<file path="src/hw/rtl/rtwa_ram.sv">
// Generic single-write, single-read synchronous RAM with registered read data.
`default_nettype none
module rtwa_ram #(
  parameter int WIDTH = 8,
  parameter int DEPTH = 16
) (
  input  wire logic                     clk,
  input  wire logic                     we,
  input  wire logic [$clog2(DEPTH)-1:0] waddr,
  input  wire logic [WIDTH-1:0]         wdata,
  input  wire logic                     re,
  input  wire logic [$clog2(DEPTH)-1:0] raddr,
  output      logic [WIDTH-1:0]         rdata
);

  logic [WIDTH-1:0] mem_r [DEPTH];

  always_ff @(posedge clk) begin
    if (we) begin
      mem_r[waddr] <= wdata;
    end
    if (re) begin
      rdata <= mem_r[raddr];
    end
  end

endmodule
`default_nettype wire

</file>
<file path="config.mk">
export PLATFORM = sky130hd
export DESIGN_NAME = rtwa_ram
export DESIGN_NICKNAME = d
export VERILOG_FILES = /design/src/hw/rtl/rtwa_ram.sv
export SDC_FILE = /design/constraint.sdc
export NUM_CORES = 1
export LEC_CHECK = 0
export BUFFER_PORTS_ARGS = -buffer_cell sky130_fd_sc_hd__buf_2
export CAP_MARGIN = 30
export CORE_MARGIN = 4
export CORE_UTILIZATION = 25
export CTS_CLUSTER_SIZE = 8
export DETAILED_ROUTE_END_ITERATION = 12
export MAX_ROUTING_LAYER = met4
export PLACE_DENSITY_LB_ADDON = 0.1
export SETUP_SLACK_MARGIN = 0.2
export SKIP_CTS_REPAIR_TIMING = 1
export SYNTH_ARGS = -nofsm -noshare
export SYNTH_HDL_FRONTEND = slang
export SYNTH_SLANG_ARGS = --single-unit
</file>
<file path="constraint.sdc">
create_clock -name clk -period 2.21 [get_ports clk]
set_clock_uncertainty 0.15 [all_clocks]
set_input_delay 0.1105 -clock clk [delete_from_list [all_inputs] [get_ports clk]]
set_output_delay 0.1105 -clock clk [all_outputs]
set_load 0.01 [all_outputs]
</file>
==> impl_metrics.ini, run 1 <==
[logic_synthesis]
ys_seq_area_share_pct = 78.1
syn_area_sq_um = 5230
avgSynthCellArea_sq_um = 22.8
synth_enable_flop_cells = 136
netlist.area_leader.share_pct = 78.1
synth_nets = 248
yosysUniqueCellTypes = 18
synthCells = 229
ys_ff_latch = 136
synth_flop_cell = edfxtp_1
yosys_warnings = 0
async_flop_share_pct = 0
synth.largest_area_cell = edfxtp_1
synth_area_leaders = edfxtp_1 78%, mux4_2 7.8%, mux4_1 7.0%

[cts]
ctsHtreeMaxLevel = 4
path_clk_slew_ps = 50
cts-buffers-inserted = 17
clock_sinks = 136
clock_latency_ps = 410
cts_root_buffer = clkbuf_16
cts_tree = built
clk_path_buf_depth = 2

[die]
core_sq_um = 20400
die_h_um = 153
start_util_pct = 25.6
die_area_sq_um = 23300
num_rows = 52
dieWidth_um = 153
ios = 27

[timing]
slew_headroom_pct = 70.8
tightest_slew_ps = 438
setup_viol = 0
final_max_slew_viol_count = 0
fmax_mhz = 589
tns_ps = 0
final-hold-violation-count = 0
rsz0062_at_grt = no
layout_min_cycle_time_ps = 1700
worst_slack_ps = 513
fin_crit_sh_pct = 76.8

[worst_hold_path]
hold_depth = 3
min_path_type = primary input to register
min_to = mem_r[12][1]$_DFFE_PP_
min-delay-start = waddr[0]

[route]
wl_per_cell_um = 21.3
drtIter0Drc = 118
vias = 2488
drt-total-wl_um = 12200
ant_nets = 0
drc = 0
vias_per_cell = 4.33
drt_pre_antenna_iters = 4

[global_route]
grt_overflow = 0
groute.usage.overall_pct = 11.2
antenna_found_initial = 0
grt_pass1_wl_um = 17900
grt_pass1_vias = 2579
grt_max_degree = 33

[power]
power.leakage_nw = 2.12
vdd_drop_max_v = 0.000426
power_density_nw_per_um2 = 886

[run]
cap_violations = 0

[worst_setup_path]
rr_startpoint = mem_r[1][5]$_DFFE_PP_
critical_path_required_ps = 2210
endpoint_kind = register
rr_worst_depth = 3
r2r_end = rdata[5]$_DFFE_PP_
crit_path_max_fanout = 1
ff2ff_setup_slack_ps = 510
cp-start-kind = register
arrival_ps = 1700
path_class = register to register

[cells_and_area]
syn2layout_area_growth_pct = 22.1
n_antenna_cell = 0
utilization_pct = 31.3
layout-drive-gt1-share_pct = 28.6
num-nets-final = 314
filler_cell_count = 1988

[placed_design]
dpl.hpwl_um = 7720
routabilityCongestion = 0.695
pre_cts_ws_ps = 305
portBuffers = 26

[status]
outcome = finished, final reports clean
==> area by class of cell <==
type	count	area [sq um]	share of cell area (%)
Clock inverter	9	62.6	0.980
Clock buffer	19	433	6.78
Tap cell	270	338	5.29
Timing Repair Buffer	57	410	6.43
Multi-Input combinational cell	83	1060	16.6
Sequential cell	136	4080	64.0
==> critical path, cell delays in order (launching register included) <==
cell      delay (ps)
edfxtp_1         350
mux4_1           500
a22oi_1          330
nand2_1          100
==> cells by family after synthesis <==
kind of cell,Yosys count,share of synthesized area (%)
AOI/OAI and AO/OA,16,2.30
and+or+nand+nor,35,3.14
muxes,32,14.8
buffers and inverters,10,1.65
DFF,136,78.1
==> stage by stage <==
stage	power, mW	cell area (sq um)	hold slack, ps	instances
final	5.65	6380	124	574
after global routing	5.89	6380	125	574
after CTS	5.73	6290	-69.8	565
after detailed placement	3.27	5800	377	537
after global placement	3.27	5800	374	537
after floorplan	3.12	5230	59.4	229
==> power by group <==
group | leakage (nW) | internal [mW] | switching [mW]
sequential | 1.24 | 2.91 | 0.0168
clock | 0.243 | 1.49 | 0.944
combinational | 0.636 | 0.127 | 0.170
==> cell usage after synthesis, types with 2 or more instances <==
master and count:
buf_6 3, nor2_1 13, edfxtp_1 136, nand2_1 9
nand2b_1 2, a22oi_1 16, clkdlybuf4s25_2 3, buf_2 3
nand3b_1 2, mux4_2 18, nor3_1 4, mux4_1 14
==> cell usage in the layout (no fill, tap or decap) <==
| cell type | n |
|---|---|
| a22oi_1 | 16 |
| and2_1 | 1 |
| and2b_1 | 1 |
| buf_12 | 2 |
| buf_2 | 26 |
| buf_4 | 20 |
| bufinv_16 | 1 |
| clkbuf_1 | 2 |
| clkbuf_16 | 17 |
| clkinv_1 | 6 |
| clkinv_2 | 2 |
| dlygate4sd3_1 | 9 |
| edfxtp_1 | 136 |
| mux4_1 | 14 |
| mux4_2 | 18 |
| nand2_1 | 9 |
| nand2b_1 | 2 |
| nand3_1 | 1 |
| nand3b_1 | 2 |
| nor2_1 | 13 |
| nor2b_1 | 1 |
| nor3_1 | 4 |
| or3b_2 | 1 |
==> registers in the layout, indices dropped and copies added (netlist names) <==
signal / count
rdata: 8
mem_r: 128
==> routing by layer <==
| metal | routed length (um) | part of all wire, % | global-route usage, % |
|---|---|---|---|
| met1 | 5930 | 48 | 15.4 |
| met5 | 0 | 0 | - |
| met3 | 579 | 4.7 | 3.32 |
| met2 | 5590 | 46 | 16.1 |
| met4 | 131 | 1.1 | 3.56 |
==> worst max-delay path by stage <==
stage                            end             startpoint  depth (start not counted)
2_1_floorplan  mem_r[0][0]$_DFFE_PP_               waddr[2]                          2
3_3_place_gp      rdata[5]$_DFFE_PP_               raddr[0]                          5
3_5_place_dp      rdata[5]$_DFFE_PP_               raddr[0]                          5
4_1_cts           rdata[5]$_DFFE_PP_  mem_r[1][5]$_DFFE_PP_                          3
5_1_grt           rdata[4]$_DFFE_PP_  mem_r[9][4]$_DFFE_PP_                          3
6_report          rdata[5]$_DFFE_PP_  mem_r[1][5]$_DFFE_PP_                          3
Power figures use the tool's default switching activity.
==> run 2, diff against run 1 <==
clock period = 1.6 ns   (was 2.21 ns; I/O delays follow)
==> run 2 against run 1 <==
  * The run now ends with setup timing left
  * Via count decreased by 2.3%
  * Hold slack worse by 41 ps
  * Utilization up 0.42 points
  * Global-route usage shrank 0.45 points
  * Count of clock-buffer cells in the layout is 3 higher
  * Combinational power increased by 50%
  * Design area up 1.3%
  * Fmax rose by 5.2%
  * Total power is 39% higher
  * Clock power increased by 39%
==> impl_metrics.ini, run 2 (synthesis gave the netlist of run 1 again) <==
[status]
outcome = complete, but fails checks
violations = setup timing

[power]
power.leakage_nw = 2.11
power_density_nw_per_um2 = 1220
vdd_drop_max_v = 0.000505

[cells_and_area]
utilization_pct = 31.7
syn2layout_area_growth_pct = 23.8
final_common_cell = edfxtp_1
layout-drive-gt1-share_pct = 37.7
largest_reg_flops = 128
n_antenna_cell = 0
layout_common_cells = 136 x edfxtp_1, 32 x mux4_2, 26 x buf_2, 21 x buf_4, 17 x clkbuf_16
top_regs = mem_r (128), rdata (8)
num-nets-final = 319
largest-register = mem_r

[global_route]
grt_pass1_wl_um = 17300
groute.usage.overall_pct = 10.8
antenna_found_initial = 0
grt_pass1_vias = 2670
grt_max_degree = 17
grt_overflow = 0

[die]
die_area_sq_um = 23300
num_rows = 52
start_util_pct = 25.6
die_h_um = 153
core_sq_um = 20400
ios = 27
dieWidth_um = 153

[route]
drt_pre_antenna_iters = 4
routed.top_layer = met4
met1_length_um = 5420
wl_per_cell_um = 20.1
vias = 2431
drc = 0
ant_nets = 0
met3_length_um = 324
drt-total-wl_um = 11700
drtIter0Drc = 194
vias_per_cell = 4.19
wl_met2_um = 5750

[timing]
rsz0062_at_grt = yes
worst_hold_slack_ps = 83.7
final_max_slew_viol_count = 0
setup_viol = 1
final-hold-violation-count = 0
tightest_slew_ps = 917
layout_min_cycle_time_ps = 1610
fmax_mhz = 620
worst_slack_ps = -12.1
slew_headroom_pct = 38.7
fin_crit_sh_pct = 101

[cts]
cts_root_buffer = clkbuf_16
ctsHtreeMaxLevel = 4
clk_path_buf_depth = 2
cts_tree = built
path_clk_slew_ps = 50
cts-buffers-inserted = 17
clock_latency_ps = 410
clock_sinks = 136

[placed_design]
pre_cts_ws_ps = -301
routabilityCongestion = 0.677
dpl.hpwl_um = 7860
portBuffers = 26

[run]
cap_violations = 0

[worst_setup_path]
arrival_ps = 1620
crit_path_max_fanout = 1
endpoint_kind = register
cp-start-kind = register
ff2ff_setup_slack_ps = -10
path_class = register to register
critical_path_required_ps = 1610

[worst_hold_path]
min_path_type = primary input to register
## run 2: changes by cell type in the layout (fill, tap and decap cells not counted)
cell,previous run,this run
a22oi_1,16,11
a22oi_2,0,5
buf_12,2,6
buf_4,20,21
clkbuf_1,2,5
clkinv_1,6,3
clkinv_2,2,3
mux4_1,14,0
mux4_2,18,32
nand2_1,9,7
nand2_2,0,2
nor3_1,4,1
nor3_2,0,3
## run 2: cell type report
| cell class | instances | area (sq um) |
|---|---|---|
| fill | 1962 | 14000 |
| clock buffer | 22 | 444 |
| clock inverter | 7 | 56.3 |
| multi-input combinational | 83 | 1050 |
| timing repair buffer | 62 | 498 |
| sequential | 136 | 4080 |
| tap | 270 | 338 |
## run 2: metal layers
metal	global-route usage, %	vias up
li1	-	1105
met1	13.9	1268
met2	16.5	42
met3	2.75	16
met4	4.20	0
met5	-	-
## run 2: critical path: stages (launching register included)
cell and delay [ps]:
edfxtp_1 360, mux4_2 520, a22oi_2 150, buf_4 140, nand2_2 40
## run 2: worst paths after layout
kind | from | to | depth (start not counted)
max | mem_r[15][6]$_DFFE_PP_ | rdata[6]$_DFFE_PP_ | 4
min | waddr[1] | mem_r[0][4]$_DFFE_PP_ | 3
max reg2reg | mem_r[15][6]$_DFFE_PP_ | rdata[6]$_DFFE_PP_ | 4
min reg2reg | mem_r[15][7]$_DFFE_PP_ | rdata[7]$_DFFE_PP_ | 3
## run 2: power by group
| group | switching, mW | internal, mW | leakage [nW] |
|---|---|---|---|
| Clock | 1.30 | 2.08 | 0.246 |
| Combinational | 0.242 | 0.203 | 0.623 |
| Sequential | 0.0228 | 4.02 | 1.24 |
| Total | 1.56 | 6.30 | 2.11 |
## run 2: per-stage QoR
step / TNS (ps) / std cells / area, sq um / total power [mW]
finish: -12.1 / 580 / 6470 / 7.86
global route: -171 / 580 / 6470 / 8.18
CTS: -167 / 571 / 6350 / 7.94
detailed placement: -1580 / 542 / 5850 / 4.55
global placement: -1650 / 542 / 5850 / 4.55
floorplan: 0 / 229 / 5220 / 4.33
