**src/hw/rtl/rtwa_pkg.sv**
```systemverilog
// Shared types, constants and codes of the rain tip window accumulator.
`default_nettype none
package rtwa_pkg;

  // Ring geometry and derived widths.
  localparam int BUCKETS = 64;
  localparam int IDX_W   = $clog2(BUCKETS);
  localparam int MS_W    = 32;
  localparam int CNT_W   = 16;
  localparam int CFG_W   = 16;
  localparam int TIPS_W  = IDX_W + CNT_W;   // room for every bucket at full count
  localparam int AMT_W   = TIPS_W + CFG_W;  // tips times rain per tip
  localparam int PROD_W  = AMT_W + MS_W;    // amount times window
  localparam int TOTAL_W = 22;
  localparam int DIV_STEPS = MS_W;
  localparam int DIV_CNT_W = $clog2(DIV_STEPS);

  localparam logic [MS_W-1:0]    MAX32     = 32'hFFFF_FFFF;
  localparam logic [TOTAL_W-1:0] TOTAL_MAX = 22'h3F_FFFF;
  localparam logic [CNT_W-1:0]   COUNT_MAX = 16'hFFFF;

  // Item kinds carried on the input tuser.
  localparam logic [1:0] OP_TIP   = 2'd0;
  localparam logic [1:0] OP_QUERY = 2'd1;
  localparam logic [1:0] OP_START = 2'd2;

  // Configuration register indexes and reset values.
  localparam logic [1:0] CFG_DEBOUNCE = 2'd0;
  localparam logic [1:0] CFG_RAIN     = 2'd1;
  localparam logic [1:0] CFG_PERIOD   = 2'd2;
  localparam logic [CFG_W-1:0] DEBOUNCE_RST = 16'd100;
  localparam logic [CFG_W-1:0] RAIN_RST     = 16'd279;
  localparam logic [CFG_W-1:0] PERIOD_RST   = 16'd1000;

  // One ring entry as stored in the bucket memory.
  typedef struct packed {
    logic [MS_W-1:0]  stamp;
    logic [CNT_W-1:0] count;
  } bucket_t;

  localparam int BUCKET_W = $bits(bucket_t);

  // Request to and answer from the scaling unit.
  typedef struct packed {
    logic [TIPS_W-1:0] tips;
    logic [CFG_W-1:0]  rpt;
    logic [MS_W-1:0]   win;
    logic [MS_W-1:0]   span;
  } scale_req_t;

  typedef struct packed {
    logic [MS_W-1:0] rain;
    logic            sat;
    logic            zero;
  } scale_rsp_t;

  typedef enum logic [2:0] {
    ST_IDLE,
    ST_TIP,
    ST_WALK,
    ST_DRAIN,
    ST_ADV,
    ST_SCALE,
    ST_DONE
  } top_state_t;

  typedef enum logic [2:0] {
    SC_IDLE,
    SC_AMT,
    SC_MLO,
    SC_MHI,
    SC_SUM,
    SC_CHK,
    SC_DIV,
    SC_DONE
  } scale_state_t;

endpackage
`default_nettype wire

```
**src/hw/rtl/rtwa_scale.sv**
```systemverilog
// Scaling: amount*window/span (clipped amount if span is 0), split multiply, serial divide.
`default_nettype none
module rtwa_scale (
  input  wire logic               clk,
  input  wire logic               rst_n,
  input  wire logic               go,
  input  wire rtwa_pkg::scale_req_t req,
  output      logic               done,
  output      rtwa_pkg::scale_rsp_t rsp
);
  import rtwa_pkg::*;

  scale_state_t state_r, state_nxt;

  logic [TIPS_W-1:0]    tips_r, tips_nxt;
  logic [CFG_W-1:0]     rpt_r, rpt_nxt;
  logic [MS_W-1:0]      win_r, win_nxt;
  logic [MS_W-1:0]      span_r, span_nxt;
  logic [AMT_W-1:0]     amt_r, amt_nxt;
  logic [2*MS_W-1:0]    plo_r, plo_nxt;
  logic [AMT_W-1:0]     phi_r, phi_nxt;
  logic [PROD_W-1:0]    prod_r, prod_nxt;
  logic [MS_W-1:0]      rem_r, rem_nxt;
  logic [MS_W-1:0]      quo_r, quo_nxt;
  logic [DIV_CNT_W-1:0] cnt_r, cnt_nxt;
  logic [MS_W-1:0]      rain_r, rain_nxt;
  logic                 sat_r, sat_nxt;
  logic                 zero_r, zero_nxt;
  logic [MS_W:0]        trial;
  logic                 ge;

  // One restoring step: bring down the next dividend bit and try the subtract.
  assign trial = {rem_r, quo_r[MS_W-1]};
  assign ge    = (trial >= {1'b0, span_r});

  always_comb begin
    state_nxt = state_r;
    tips_nxt  = tips_r;
    rpt_nxt   = rpt_r;
    win_nxt   = win_r;
    span_nxt  = span_r;
    amt_nxt   = amt_r;
    plo_nxt   = plo_r;
    phi_nxt   = phi_r;
    prod_nxt  = prod_r;
    rem_nxt   = rem_r;
    quo_nxt   = quo_r;
    cnt_nxt   = cnt_r;
    rain_nxt  = rain_r;
    sat_nxt   = sat_r;
    zero_nxt  = zero_r;
    done      = 1'b0;
    case (state_r)
      SC_IDLE: begin
        if (go) begin
          tips_nxt  = req.tips;
          rpt_nxt   = req.rpt;
          win_nxt   = req.win;
          span_nxt  = req.span;
          state_nxt = SC_AMT;
        end
      end
      SC_AMT: begin
        amt_nxt   = AMT_W'(tips_r) * AMT_W'(rpt_r);
        zero_nxt  = (span_r == '0);
        state_nxt = SC_MLO;
      end
      SC_MLO: begin
        if (zero_r) begin
          // No correction possible: report the plain amount, clipped.
          if (amt_r > AMT_W'(MAX32)) begin
            rain_nxt = MAX32;
            sat_nxt  = 1'b1;
          end else begin
            rain_nxt = amt_r[MS_W-1:0];
            sat_nxt  = 1'b0;
          end
          state_nxt = SC_DONE;
        end else begin
          plo_nxt   = (2*MS_W)'(amt_r[MS_W-1:0]) * (2*MS_W)'(win_r);
          state_nxt = SC_MHI;
        end
      end
      SC_MHI: begin
        phi_nxt   = AMT_W'(amt_r[AMT_W-1:MS_W]) * AMT_W'(win_r);
        state_nxt = SC_SUM;
      end
      SC_SUM: begin
        prod_nxt  = {phi_r, {MS_W{1'b0}}} + PROD_W'(plo_r);
        state_nxt = SC_CHK;
      end
      SC_CHK: begin
        // The quotient reaches 2^32 exactly when the upper product part reaches the span.
        if (prod_r[PROD_W-1:MS_W] >= AMT_W'(span_r)) begin
          rain_nxt  = MAX32;
          sat_nxt   = 1'b1;
          state_nxt = SC_DONE;
        end else begin
          rem_nxt   = prod_r[2*MS_W-1:MS_W];
          quo_nxt   = prod_r[MS_W-1:0];
          cnt_nxt   = '0;
          sat_nxt   = 1'b0;
          state_nxt = SC_DIV;
        end
      end
      SC_DIV: begin
        rem_nxt = ge ? MS_W'(trial - {1'b0, span_r}) : trial[MS_W-1:0];
        quo_nxt = {quo_r[MS_W-2:0], ge};
        cnt_nxt = cnt_r + 1'b1;
        if (cnt_r == DIV_CNT_W'(DIV_STEPS - 1)) begin
          rain_nxt  = {quo_r[MS_W-2:0], ge};
          state_nxt = SC_DONE;
        end
      end
      SC_DONE: begin
        done      = 1'b1;
        state_nxt = SC_IDLE;
      end
      default: begin
        state_nxt = SC_IDLE;
      end
    endcase
  end

  always_ff @(posedge clk) begin
    if (!rst_n) begin
      state_r <= SC_IDLE;
    end else begin
      state_r <= state_nxt;
    end
  end

  always_ff @(posedge clk) begin
    tips_r <= tips_nxt;
    rpt_r  <= rpt_nxt;
    win_r  <= win_nxt;
    span_r <= span_nxt;
    amt_r  <= amt_nxt;
    plo_r  <= plo_nxt;
    phi_r  <= phi_nxt;
    prod_r <= prod_nxt;
    rem_r  <= rem_nxt;
    quo_r  <= quo_nxt;
    cnt_r  <= cnt_nxt;
    rain_r <= rain_nxt;
    sat_r  <= sat_nxt;
    zero_r <= zero_nxt;
  end

  assign rsp.rain = rain_r;
  assign rsp.sat  = sat_r;
  assign rsp.zero = zero_r;

endmodule
`default_nettype wire

```
**config.mk**
```make
export PLATFORM = sky130hd
export DESIGN_NAME = rtwa_scale
export DESIGN_NICKNAME = d
export VERILOG_FILES = /design/src/hw/rtl/rtwa_pkg.sv /design/src/hw/rtl/rtwa_scale.sv
export SDC_FILE = /design/constraint.sdc
export NUM_CORES = 2
export LEC_CHECK = 0
export BUFFER_PORTS_ARGS = -buffer_cell sky130_fd_sc_hd__clkbuf_2
export CORE_UTILIZATION = 30
export DETAILED_ROUTE_END_ITERATION = 8
export PLACE_DENSITY = 0.53
export SLEW_MARGIN = 20
export SYNTH_ARGS = -nofsm -noshare
export SYNTH_HDL_FRONTEND = slang
export SYNTH_SLANG_ARGS = --single-unit
```
**constraint.sdc**
```tcl
create_clock -name clk -period 21.5 [get_ports clk]
set_input_delay 4.3 -clock clk [delete_from_list [all_inputs] [get_ports clk]]
set_output_delay 4.3 -clock clk [all_outputs]
set_load 0.03 [all_outputs]
```
==> results.json <==
{
  "min_path_type": "flip-flop to flip-flop",
  "hold_depth": 0,
  "die_area_um2": 232000,
  "fin_hold_ws_ps": 417,
  "fmax_mhz": 113,
  "netlist_area_um2": 68900,
  "cts.sinks": 418,
  "clk_latency_ps": 740,
  "grt_pass1_wl_um": 301000,
  "post_cts_buffers": 0,
  "drv_slew": 0,
  "initial_core_util": 0.303,
  "post_cts_resized": 0,
  "synthDistinctLibCells": 102,
  "cts-htree-levels": 2,
  "timing.rr.start": "win_r[6]$_DFFE_PP_",
  "min_from": "plo_r[22]$_DFFE_PP_",
  "synth.cells.most_frequent": "1,313 x inv_1, 1,297 x fa_1, 1,052 x nand2_1",
  "antenna_found_initial": 6,
  "wl_per_cell_um": 18.9,
  "r2r-end": "plo_r[58]$_DFFE_PP_",
  "max-cap-violations": 0,
  "syn_nets": 9003,
  "postRouteAntennaNets": 0,
  "cp_max_fo": 22,
  "yosys.cell_count.top_type": "inv_1",
  "root_buffer": "clkbuf_16",
  "synthArstFlopShare": 0,
  "worstMarginPinSlew_ps": 1130,
  "gp_congestion": 0.902,
  "drtPass1Iterations": 6,
  "grt_max_degree": 74,
  "synthMuxAreaShare": 0.00351,
  "io_pins": 140,
  "rsz0062_at_grt": "false",
  "path_clk_slew_ps": 60,
  "status": "finished, final reports clean",
  "fillers": 23500,
  "synth_top_area_share": 0.377,
  "portBuffers": 139,
  "synth-warning-count": 0,
  "synth_area_per_cell_um2": 9.73,
  "seq_area_frac_synth": 0.182,
  "reg2reg_depth": 24,
  "cp_slowest_cell": "edfxtp_1",
  "numCtsBuffers": 56,
  "area_delta_synth_final_pct": 8.09,
  "drt_iter0_drc": 3180,
  "core_um2": 228000,
  "viasPerCell": 4.82,
  "highest_layer": "met5",
  "yosysTopAreaCell": "fa_1",
  "crit_required_ps": 21900,
  "routed_wl_um": 190000,
  "synthXorXnorAreaFrac": 0.0230,
  "grtUsageTotal": 0.167,
  "chipWidth_um": 481,
  "num_rows": 175,
  "vias": 48500,
  "period_minus_slack_ps": 8880,
  "fin_crit_sh": 0.413,
  "hold_buffers": 0,
  "setup_violations": 0,
  "worstPathArrival_ps": 9280,
  "drive_above_1_share": 0.0528,
  "synth_top_flop_cell": "edfxtp_1",
  "wl_met2_um": 88600,
  "fin_tns_setup_ps": 0,
  "met3_length_um": 10700,
  "hold_violations": 0,
  "synth_top_family_by_area": "adder cells",
  "drc": 0,
  "final_util": 0.327,
  "slowest_delay_ps": 930,
  "relSlewSlack": 0.243,
  "ctsLongestPathBuffers": 3,
  "postSynthCellCount": 7080,
  "finalNetCount": 8919,
  "cts_tree": "built",
  "end_kind": "flip-flop",
  "setup.worst_path.class": "flip-flop to flip-flop",
  "path_common_cell": "fa_1",
  "place_hpwl_um": 145000,
  "synthAdderAreaFrac": 0.472,
  "met1Wirelength_um": 87300,
  "yosys.area_share.simple": 0.159,
  "min_to": "prod_r[22]$_DFFE_PP_",
  "synth-seq-cells": 418,
  "rrSetupSlack_ps": 12620,
  "grt_overflow": 0,
  "fin_skew_ps": 88.4,
  "crit_chain": "buf_4, nand2_1, fa_1, inv_1, fa_1, fa_1, inv_1, fa_1, inv_1, fa_1, fa_1, fa_1, inv_1, fa_1, inv_1, ha_1, and2_2, nand3_1, or2_2, nor4_1, o21ai_0, and2_1, o21bai_1, xor2_1",
  "first_global_vias": 51800,
  "yosys-top-cells-area": "fa_1 38%, edfxtp_1 18%, ha_1 9.5%, inv_1 7.2%, and2_1 6.9%",
  "fp.dieH_um": 481,
  "synth_compound_area_frac": 0.0679,
  "synth_edf_count": 415,
  "start_kind": "flip-flop"
}
[kinds of logic after synthesis]
group / after synthesis
compound gates: 716
xor+xnor: 181
fa+ha+maj: 1818
buf+inv: 1683
flops: 418
mux: 24
simple gates: 2240
[metrics by stage]
step / instance area, um^2 / cells / setup WS (ps)
finish: 74500 / 10100 / 12620
floorplan: 68900 / 7080 / 12320
global route: 74500 / 10000 / 12360
CTS: 74400 / 10000 / 12620
detailed placement: 72600 / 9945 / 12660
global placement: 72600 / 9945 / 12650
[worst max-delay path, delay by kind of cell, from the launching register on]
kind | cells | cell delay (ps)
adders and majority gates | 9 | 4430
and+or+nand+nor | 6 | 1760
DFF | 1 | 930
AOI/OAI and AO/OA | 2 | 720
buffers and inverters | 6 | 670
xor gates and xnor gates | 1 | 90
[state kept, by name, summed over array words and instances, names as in the netlist]
signal,cells
amt_r,38
cnt_r,5
phi_r,38
plo_r,64
prod_r,70
quo_r,32
rain_r,32
rem_r,32
rpt_r,16
sat_r,1
span_r,32
state_r,3
tips_r,22
win_r,32
zero_r,1
[final cells by class]
| cell class | instances | area (um^2) | share of cell area |
|---|---|---|---|
| antenna | 2 | 5.00 | 0.0000672 |
| clock buffer | 60 | 1420 | 0.0190 |
| clock inverter | 42 | 422 | 0.00566 |
| inverter | 1313 | 4930 | 0.0662 |
| multi-input combinational | 4979 | 50000 | 0.672 |
| sequential | 418 | 12500 | 0.168 |
| tap | 3009 | 3760 | 0.0506 |
| timing repair buffer | 228 | 1380 | 0.0186 |
[metal layers]
| layer | track usage | vias to the layer above |
|---|---|---|
| met5 | 0 | - |
| met4 | 0.0341 | 6 |
| met3 | 0.0247 | 218 |
| met2 | 0.273 | 1278 |
| met1 | 0.232 | 25200 |
| li1 | - | 21700 |
[worst max-delay path by stage]
stage	from	to	slack (ps)	cells past startpoint
after floorplan	go	rpt_r[0]$_DFFE_PP_	12320	2
after CTS	win_r[6]$_DFFE_PP_	plo_r[58]$_DFFE_PP_	12620	24
final	win_r[6]$_DFFE_PP_	plo_r[58]$_DFFE_PP_	12620	24
after global placement	win_r[6]$_DFFE_PP_	plo_r[62]$_DFFE_PP_	12650	24
after detailed placement	win_r[6]$_DFFE_PP_	plo_r[58]$_DFFE_PP_	12660	24
after global routing	win_r[6]$_DFFE_PP_	plo_r[58]$_DFFE_PP_	12360	24
[cell usage in the layout, fill, tap and decap left out, drive strengths merged, types with 13 or more instances in the layout]
cell / n
clkbuf: 199
nand2: 1053
nor2b: 28
a21o: 121
nand3: 48
buf: 89
o21a: 31
xnor2: 129
and3: 27
inv: 1318
fa: 1297
o211ai: 16
clkinv: 27
nor4: 23
a211oi: 23
a31oi: 30
nor3: 69
o31ai: 13
o21bai: 24
edfxtp: 415
o21ai: 166
or2: 14
ha: 521
xor2: 52
and2: 768
mux2i: 23
nand2b: 21
nand4: 27
nor2: 130
a21oi: 199
Power is not shown: default switching activity piles up to over one toggle a cycle in this logic, so the estimate is an artifact.
